`config.mk`:
```
export PLATFORM = sky130hd
export DESIGN_NAME = kcmm_cell
export DESIGN_NICKNAME = d
export VERILOG_FILES = /design/src/rtl/core/kcmm_pkg.sv /design/src/rtl/core/kcmm_cell.sv
export SDC_FILE = /design/constraint.sdc
export NUM_CORES = 1
export LEC_CHECK = 0
export BUFFER_PORTS_ARGS = -buffer_cell sky130_fd_sc_hd__buf_2
export CAP_MARGIN = 30
export CORE_AREA = 5 5 268 217
export CTS_CLUSTER_DIAMETER = 80
export DETAILED_ROUTE_END_ITERATION = 10
export DIE_AREA = 0 0 273 222
export HOLD_SLACK_MARGIN = 0.1
export REMOVE_ABC_BUFFERS = 1
export SYNTH_ARGS = -nofsm -noshare
export SYNTH_HDL_FRONTEND = slang
export SYNTH_SLANG_ARGS = --single-unit
export TNS_END_PERCENT = 20
```
`constraint.sdc`:
```
create_clock -name clk -period 9.6 [get_ports clk]
set_input_delay 1.44 -clock clk [delete_from_list [all_inputs] [get_ports clk]]
set_output_delay 1.44 -clock clk [all_outputs]
set_load 0.1 [all_outputs]
```
`src/rtl/core/kcmm_pkg.sv`:
```
// kcmm_pkg: shared types and constants of the key count min/max tracker.
// No dependencies; used by kcmm_cell and key_count_min_max_tracker.
`timescale 1ns / 1ps

package kcmm_pkg;

  localparam int KEY_PORT_W = 32;
  localparam int STAMP_W    = 64;

  localparam logic ACT_INC = 1'b0;
  localparam logic ACT_DEC = 1'b1;

  localparam logic [1:0] STAT_DONE   = 2'd0;
  localparam logic [1:0] STAT_FULL   = 2'd1;
  localparam logic [1:0] STAT_SAT    = 2'd2;
  localparam logic [1:0] STAT_ABSENT = 2'd3;

  // Broadcast command from the sequencer to every cell.
  typedef struct packed {
    logic lookup;
    logic action;
  } kcmm_cmd_t;

  // Per-cell report back to the sequencer.
  typedef struct packed {
    logic valid;
    logic match;
    logic sat;
    logic gone;
  } kcmm_rep_t;

  // Control part of the scan wave passed cell to cell.
  typedef struct packed {
    logic active;
    logic ins;
    logic max_vld;
    logic min_vld;
  } kcmm_wctl_t;

endpackage

```
`src/rtl/core/kcmm_cell.sv`:
```
// kcmm_cell: one table entry (valid, key, count, stamp) plus one stage of the
// scan wave that claims a free entry and carries the running max/min.
// Depends on kcmm_pkg.
`timescale 1ns / 1ps

module kcmm_cell #(
  parameter int KW = 32,
  parameter int CW = 32
) (
  input  logic                           clk,
  input  logic                           rst_n,
  input  kcmm_pkg::kcmm_cmd_t            cmd,
  input  logic [KW-1:0]                  cmd_key,
  input  logic [kcmm_pkg::STAMP_W-1:0]   cmd_stamp,
  output kcmm_pkg::kcmm_rep_t            rep,
  input  kcmm_pkg::kcmm_wctl_t           w_ctl_in,
  input  logic [CW-1:0]                  w_max_cnt_in,
  input  logic [kcmm_pkg::STAMP_W-1:0]   w_max_stamp_in,
  input  logic [KW-1:0]                  w_max_key_in,
  input  logic [CW-1:0]                  w_min_cnt_in,
  input  logic [kcmm_pkg::STAMP_W-1:0]   w_min_stamp_in,
  input  logic [KW-1:0]                  w_min_key_in,
  output kcmm_pkg::kcmm_wctl_t           w_ctl_out,
  output logic [CW-1:0]                  w_max_cnt_out,
  output logic [kcmm_pkg::STAMP_W-1:0]   w_max_stamp_out,
  output logic [KW-1:0]                  w_max_key_out,
  output logic [CW-1:0]                  w_min_cnt_out,
  output logic [kcmm_pkg::STAMP_W-1:0]   w_min_stamp_out,
  output logic [KW-1:0]                  w_min_key_out
);

  logic                         valid_r, valid_nxt;
  logic [KW-1:0]                key_r, key_nxt;
  logic [CW-1:0]                count_r, count_nxt;
  logic [kcmm_pkg::STAMP_W-1:0] stamp_r, stamp_nxt;

  kcmm_pkg::kcmm_wctl_t         wctl_r, wctl_nxt;
  logic [CW-1:0]                max_cnt_r, max_cnt_nxt, min_cnt_r, min_cnt_nxt;
  logic [kcmm_pkg::STAMP_W-1:0] max_stamp_r, max_stamp_nxt, min_stamp_r, min_stamp_nxt;
  logic [KW-1:0]                max_key_r, max_key_nxt, min_key_r, min_key_nxt;

  logic                         match, sat, gone, claim;
  logic                         eff_valid, take_max, take_min;
  logic [KW-1:0]                eff_key;
  logic [CW-1:0]                eff_count;
  logic [kcmm_pkg::STAMP_W-1:0] eff_stamp;

  assign match = valid_r && (key_r == cmd_key);
  assign sat   = &count_r;
  assign gone  = (count_r <= CW'(1));
  assign claim = w_ctl_in.active && w_ctl_in.ins && !valid_r;

  assign rep.valid = valid_r;
  assign rep.match = match;
  assign rep.sat   = match && sat;
  assign rep.gone  = match && gone;

  // entry update: hit update during lookup, free-entry claim during scan
  always_comb begin
    valid_nxt = valid_r;
    key_nxt   = key_r;
    count_nxt = count_r;
    stamp_nxt = stamp_r;
    if (cmd.lookup && match) begin
      if (cmd.action == kcmm_pkg::ACT_INC) begin
        if (!sat) begin
          count_nxt = count_r + CW'(1);
          stamp_nxt = cmd_stamp;
        end
      end else if (gone) begin
        valid_nxt = 1'b0;
      end else begin
        count_nxt = count_r - CW'(1);
        stamp_nxt = cmd_stamp;
      end
    end else if (claim) begin
      valid_nxt = 1'b1;
      key_nxt   = cmd_key;
      count_nxt = CW'(1);
      stamp_nxt = cmd_stamp;
    end
  end

  // values seen by the wave, including a claim made in this cycle
  assign eff_valid = valid_r | claim;
  assign eff_key   = claim ? cmd_key   : key_r;
  assign eff_count = claim ? CW'(1)    : count_r;
  assign eff_stamp = claim ? cmd_stamp : stamp_r;

  assign take_max = eff_valid && (!w_ctl_in.max_vld || (eff_count > w_max_cnt_in) ||
                    ((eff_count == w_max_cnt_in) && (eff_stamp > w_max_stamp_in)));
  assign take_min = eff_valid && (!w_ctl_in.min_vld || (eff_count < w_min_cnt_in) ||
                    ((eff_count == w_min_cnt_in) && (eff_stamp > w_min_stamp_in)));

  always_comb begin
    wctl_nxt.active  = w_ctl_in.active;
    wctl_nxt.ins     = w_ctl_in.ins && !claim;
    wctl_nxt.max_vld = w_ctl_in.max_vld || take_max;
    wctl_nxt.min_vld = w_ctl_in.min_vld || take_min;
    max_cnt_nxt      = take_max ? eff_count : w_max_cnt_in;
    max_stamp_nxt    = take_max ? eff_stamp : w_max_stamp_in;
    max_key_nxt      = take_max ? eff_key   : w_max_key_in;
    min_cnt_nxt      = take_min ? eff_count : w_min_cnt_in;
    min_stamp_nxt    = take_min ? eff_stamp : w_min_stamp_in;
    min_key_nxt      = take_min ? eff_key   : w_min_key_in;
  end

  always_ff @(posedge clk) begin
    if (!rst_n) begin
      valid_r <= 1'b0;
      wctl_r  <= '0;
    end else begin
      valid_r <= valid_nxt;
      wctl_r  <= wctl_nxt;
    end
  end

  always_ff @(posedge clk) begin
    key_r       <= key_nxt;
    count_r     <= count_nxt;
    stamp_r     <= stamp_nxt;
    max_cnt_r   <= max_cnt_nxt;
    max_stamp_r <= max_stamp_nxt;
    max_key_r   <= max_key_nxt;
    min_cnt_r   <= min_cnt_nxt;
    min_stamp_r <= min_stamp_nxt;
    min_key_r   <= min_key_nxt;
  end

  assign w_ctl_out       = wctl_r;
  assign w_max_cnt_out   = max_cnt_r;
  assign w_max_stamp_out = max_stamp_r;
  assign w_max_key_out   = max_key_r;
  assign w_min_cnt_out   = min_cnt_r;
  assign w_min_stamp_out = min_stamp_r;
  assign w_min_key_out   = min_key_r;

endmodule

```
# [After elaboration in Yosys (flattened, before gate mapping)]
# Index checks and enable logic that the tools add are counted.
[classes] add_sub_neg=2 order_cmp=5 n_eq_ne=7 n_mux=21 n_bitwise=1 reduce_logical=25
[op_table] operator="$mux W64" count=7
[op_table] operator="$mux W32" count=10
[op_table] operator="$gt A64 B64 Y1" count=2
[op_table] operator="$eq A32 B32 Y1" count=3
[op_table] operator="$add A32 B1 Y32 const B" count=1
[op_table] operator="$gt A32 B32 Y1" count=1
[op_table] operator="$le A32 B1 Y1 const B" count=1
[op_table] operator="$lt A32 B32 Y1" count=1
[op_table] operator="$reduce_and A32 Y1" count=1
[op_table] operator="$sub A32 B1 Y32 const B" count=1
[op_table] operator="$logic_and A1 B1 Y1" count=11
[op_table] operator="$logic_or A1 B1 Y1" count=6
[op_table] operator="$ne A3 B3 Y1 const B" count=2
[op_table] operator="$logic_not A1 Y1" count=4
[op_table] operator="$mux W1" count=4
[op_table] operator="$ne A2 B2 Y1 const B" count=2
[op_table] operator="$reduce_and A3 Y1" count=1
[op_table] operator="$reduce_and A2 Y1" count=1
[op_table] operator="$reduce_bool A2 Y1" count=1
[op_table] operator="$or A1 B1 Y1" count=1
[totals] register_bits=389 input_bits=360 output_inout_bits=264 wordCells=75

# [Logic depth before layout (Yosys ltp)]
[depth] ltp_word=8 mapped_depth=18 mapped_depth_nobuf=12

# [Least setup slack after synthesis]
# Ideal clock, no wire load.
[synth_timing] path_kind="input to register" startpoint="in cmd[0] (netlist name)" endpoint="reg count_r[0] (enable)" setup_ps=570 arrival_time_ps=6547 required_time_ps=9030 slack_ps=2483 path_stages=5 path_buffers=2 cell_sequence="buf_1 -> inv_1 -> clkbuf_1 -> nor2_1 -> o21bai_1"
[synth_via] elab_chain_len=2 elab_cells_between_ends=3 cone_classes="eq/ne (2); reduce/logical (1)"
[synth_rtl] element="start, declared" line_no="kcmm_cell.sv:12" text="input kcmm_pkg::kcmm_cmd_t cmd,"
[synth_rtl] element="$ne A3 B3 Y1 (no line)"
[synth_rtl] element="$reduce_and A2 Y1 (no line) (*)"
[synth_rtl] element="end signal, assigned" line_no="kcmm_cell.sv:120" text="count_r <= count_nxt;"
[synth_rtl] element="end, declared" line_no="kcmm_cell.sv:34" text="logic [CW-1:0] count_r, count_nxt;"
# Every way passes the cells marked *; elsewhere a longest branch is shown, timed or not.
# A chain may end at the register's enable or synchronous reset.

# [Worst setup path after layout]
[layout_timing] startpoint="in w_ctl_in[3] (netlist name)" endpoint="reg min_key_r[17], in the netlist w_min_key_out[17]"
[layout_via] elab_chain_len=8 elab_cells_between_ends=14 cone_classes="order compare (2); eq/ne (1); mux (4); bitwise (1); reduce/logical (6)"
[layout_rtl] element="start, declared" line_no="kcmm_cell.sv:16" text="input kcmm_pkg::kcmm_wctl_t w_ctl_in,"
[layout_rtl] element="$logic_and A1 B1 Y1 (*) (2 in a row)" line_no="kcmm_cell.sv:51" text="assign claim = w_ctl_in.active && w_ctl_in.ins && !valid_r;"
[layout_rtl] element="$mux W64 / $mux W32 (equally long branches)"
[layout_rtl] element="$gt A64 B64 Y1, or another cell as far along" line_no="kcmm_cell.sv:93" text="((eff_count == w_min_cnt_in) && (eff_stamp > w_min_stamp_in)));"
[layout_rtl] element="$logic_and A1 B1 Y1 / $logic_or A1 B1 Y1 (equally long branches)" line_no="kcmm_cell.sv:93, kcmm_cell.sv:92"
[layout_rtl] element="$logic_or A1 B1 Y1" line_no="kcmm_cell.sv:92" text="assign take_min = eff_valid && (!w_ctl_in.min_vld || (eff_count < w_min_cnt_in) ||"
[layout_rtl] element="$logic_and A1 B1 Y1" line_no="kcmm_cell.sv:92"
[layout_rtl] element="$mux W32 (*)" line_no="kcmm_cell.sv:105" text="min_key_nxt = take_min ? eff_key : w_min_key_in;"
[layout_rtl] element="named net min_key_nxt[17]" line_no="kcmm_cell.sv:40" text="logic [KW-1:0] max_key_r, max_key_nxt, min_key_r, min_key_nxt;"
[layout_rtl] element="end signal, assigned" line_no="kcmm_cell.sv:127" text="min_key_r <= min_key_nxt;"
[layout_rtl] element="end, declared" line_no="kcmm_cell.sv:40"
# The timed path passes the listed nets; every way through them passes the cells marked *.

==> results summary <==
The run finished with clean final reports. The synthesis-to-finish area growth is 24.4%. The average size of a mapped cell came out at 11.3 um^2. The total of buffers placed on input and output ports came out at 623. The number of I/O pins came out at 624. The core area came out at 0.0550 mm^2. The final layout net count is 3043. The initial cell density of the core is 38.6%. The per-cell via count in the routed design is 5.20. The number of enable flip-flop cells after synthesis is 128. The smallest setup slack after layout is 3.43 ns. For this block, the via count after detailed routing is 17100. The residual antenna-violating net count after detailed routing is 0. The worst setup slack after placement came out at 2.79 ns. The per-cell routed wire length is 22.5 um. In the synthesized netlist the dominant register cell turns out to be sky130_fd_sc_hd__dfxtp_1. The number of different library cells in the post-synthesis netlist is 72. Counting along the longest clock path gives a buffer depth of 3.

The class of the most critical hold timing path is flop to flop. The initial antenna violation count came out at 23. The maximum vdd drop is 0.000118 V.

Summing the areas of all fa, ha and maj instances in the mapped netlist gives 11.5% of the synthesized area. The peak clock frequency supported by timing is 0.162 GHz. The overall overflow remaining after global route came out at 0. The HPWL after detailed placement is 58300 um. The category of the most critical setup path is input port to flop. The DRC marker count from the first detailed-route iteration came out at 1211. The number of pins with negative max-slew slack in the final report is 0.

The clock input transition at the sequential cells of the worst setup and hold paths came out at 0.06 ns. The count of standard-cell rows came out at 77. The maximum number of pins on one net before global-route repair is 74. The count of buffers added by post-CTS timing repair for setup came out at 0.

The share of final-layout standard cells stronger than drive strength 1 came out at 42.1%. The data required time at the worst endpoint is 10.05 ns. The clock insertion delay at the later pin of the skew report is 0.57 ns.

The global router's overall resource usage came out at 23.1%. Measured along the y axis, the die boundary spans 222 um. The largest fanout on the critical path came out at 63. The headroom to the max-slew limit came out at 29.7%. The capturing element type of the critical path is a flop. The XOR/XNOR share of the synthesized area came out at 1.36%. The master cell of the clock root buffer is sky130_fd_sc_hd__clkbuf_16. The H-tree depth is 2.

The sequential-to-total area share from yosys stat is 42.7%. The share of the core filled with cells is 48.1%. The pin slew with the least headroom to its limit came out at 1.05 ns. Subtracting the final worst setup slack from the clock period gives 6.17 ns.

In the synthesized netlist, mux cells make up 20.9% of the area. The flip-flop and latch count after synthesis is 389. After Yosys synthesis, and, or, nand and nor cells account for 7.96% of the synthesized area.

By area, the combinational part of the netlist is dominated by multiplexers. The post-cts hold buffer count came out at 0. The via count of the first global-routing pass came out at 17500. The number of sinks handled by clock tree synthesis came out at 389. Setup repair after global routing left no endpoint under its margin. The leakage power is 12.8 nW. TritonCTS built the clock tree. The element type at the critical path start is an input port. After detailed routing, the number of remaining DRC violations is 0. During synthesis, Yosys emitted a total of 0 warnings. The total iterations of the first detailed-routing run is 5. The final-layout worst hold slack is 0.610 ns. The worst clock skew came out at 0.0183 ns.

The data arrival time of the worst path came out at 6.62 ns. In this run the power density over the cells is 214 mW/mm^2. Traced cell by cell, the critical path runs through buf_2, nand3b_1, buf_4, mux2_2, ha_1, nand4_1, nor4_1, nand2_1, o41ai_1, nor4_1, o311ai_1, and2_4, buf_12, mux2_2. The share of synthesized registers carrying an async set or reset is 0%.

The die covers 0.0606 mm^2. The total length of routed wires came out at 73800 um. For flop-to-flop paths, the worst setup slack is 3.63 ns. The number of buffers and inverters on the critical path is 3. Clock tree synthesis inserted a total of 44 buffers. The slowest stage of the critical path belongs to the cell sky130_fd_sc_hd__and2_4. The final hold violation count came out at 0. The number of max-cap violations came out at 0.

The overall die width came out at 273 um. The combined area of all synthesized cells is 0.0213 mm^2. The cell family contributing the most delay on the critical path is simple AND/OR/NAND/NOR gates. The synthesized instance count is 1887. The count of final setup violators is 0. The first global-routing pass estimated 109000 um of wire. For this run, the slowest stage of the critical path takes 0.67 ns.

The final weighted congestion of routability-driven global placement came out at 0.915. The post-synthesis compound-gate area fraction is 9.29%. The number of inserted filler cells in the final layout is 5177. The post-cts gate resize count is 0.

The period utilization is 64.3%.
where the power goes:
part,internal [W],switching [W]
Clock,0.000997,0.000722
Sequential,0.00192,0.0000694
Combinational,0.000515,0.00144
Total,0.00343,0.00224
state kept, by name, indices dropped and copies added, names as in the netlist:
signal / count
stamp_r: 64
w_max_stamp_out: 64
w_min_stamp_out: 64
count_r: 32
key_r: 32
w_max_cnt_out: 32
w_max_key_out: 32
w_min_cnt_out: 32
w_min_key_out: 32
w_ctl_out: 4
valid_r: 1
per-stage QoR:
stage	cell area, um^2	cells	TNS [ns]	power [W]
floorplan	20700	1805	-333.63	0.00355
global placement	24900	3190	0	0.00396
detailed placement	24900	3191	0	0.00398
CTS	26400	3273	0	0.00572
global route	26400	3278	0	0.00592
finish	26400	3281	0	0.00567
logic make-up after synthesis:
logic type                 after synthesis
xor gates and xnor gates                33
and+or+nand+nor                        322
AOI/OAI and AO/OA                      284
buffers and inverters                  299
DFF                                    389
adders and majority gates              195
muxes                                  365
area by class of cell:
class	instances	area, um^2	area share (%)
sequential	389	9070	34.3
tap	750	938	3.55
antenna	7	17.5	0.0662
inverter	217	815	3.08
clock inverter	19	141	0.535
multi-input combinational	1199	10900	41.1
clock buffer	63	1330	5.02
timing repair buffer	637	3280	12.4
cells in the mapped netlist (all sizes together) (14+ instances only):
cell     number  area, um^2
mux2        352        4300
dfxtp       261        5230
inv         217         815
ha          195        2440
edfxtp      128        3840
a21oi        81         409
nand2        79         297
nand4        47         300
clkbuf       43         161
nor2         41         154
buf          39         383
nand3        38         190
o21ai        36         180
a22o         31         272
o2bb2ai      31         272
nor4         27         175
xor2         27         236
and2         25         156
nor3         22         110
a21o         20         150
o31ai        14         105
routing by layer:
metal,global-route usage (%),share of wire [%],vias up
met1,29.2,42,8232
met3,6.19,7.8,127
li1,-,-,8083
met5,0,0.26,-
met4,5.24,2.2,32
met2,39.5,48,600
worst paths after layout:
| check | startpoint | to | cells after the start |
|---|---|---|---|
| max | w_ctl_in[3] | w_min_key_out[17] | 14 |
| min | count_r[13] | w_max_cnt_out[13] | 1 |
| max reg2reg | valid_r | w_min_key_out[17] | 13 |
| min reg2reg | count_r[13] | w_max_cnt_out[13] | 1 |
cell usage in the layout (no fill, tap or decap), types with 7 or more instances in the layout:
cell / netlist / layout
sky130_fd_sc_hd__clkbuf_16: 0 / 49
sky130_fd_sc_hd__diode_2: 0 / 7
sky130_fd_sc_hd__nor2_1: 41 / 41
sky130_fd_sc_hd__dfxtp_1: 261 / 261
sky130_fd_sc_hd__a31oi_1: 7 / 7
sky130_fd_sc_hd__and2_1: 25 / 24
sky130_fd_sc_hd__clkinv_2: 0 / 11
sky130_fd_sc_hd__a211oi_1: 9 / 9
sky130_fd_sc_hd__mux2i_1: 13 / 13
sky130_fd_sc_hd__inv_1: 217 / 217
sky130_fd_sc_hd__mux2_1: 11 / 11
sky130_fd_sc_hd__a21oi_1: 80 / 80
sky130_fd_sc_hd__clkbuf_1: 43 / 9
sky130_fd_sc_hd__nor2b_1: 8 / 8
sky130_fd_sc_hd__xor2_1: 27 / 27
sky130_fd_sc_hd__ha_1: 195 / 195
sky130_fd_sc_hd__a21o_1: 20 / 20
sky130_fd_sc_hd__and4_1: 8 / 8
sky130_fd_sc_hd__nor3_1: 22 / 22
sky130_fd_sc_hd__nor4_1: 26 / 26
sky130_fd_sc_hd__mux2_4: 90 / 90
sky130_fd_sc_hd__buf_2: 12 / 623
sky130_fd_sc_hd__buf_4: 9 / 11
sky130_fd_sc_hd__o31ai_1: 14 / 14
sky130_fd_sc_hd__nand2_1: 79 / 78
sky130_fd_sc_hd__mux2_2: 251 / 251
sky130_fd_sc_hd__nand4_1: 46 / 46
sky130_fd_sc_hd__a22o_1: 31 / 31
sky130_fd_sc_hd__nand3_1: 38 / 38
sky130_fd_sc_hd__o2bb2ai_1: 31 / 31
sky130_fd_sc_hd__o21ai_0: 36 / 36
sky130_fd_sc_hd__edfxtp_1: 128 / 128
(Power assumes the default switching activity.)
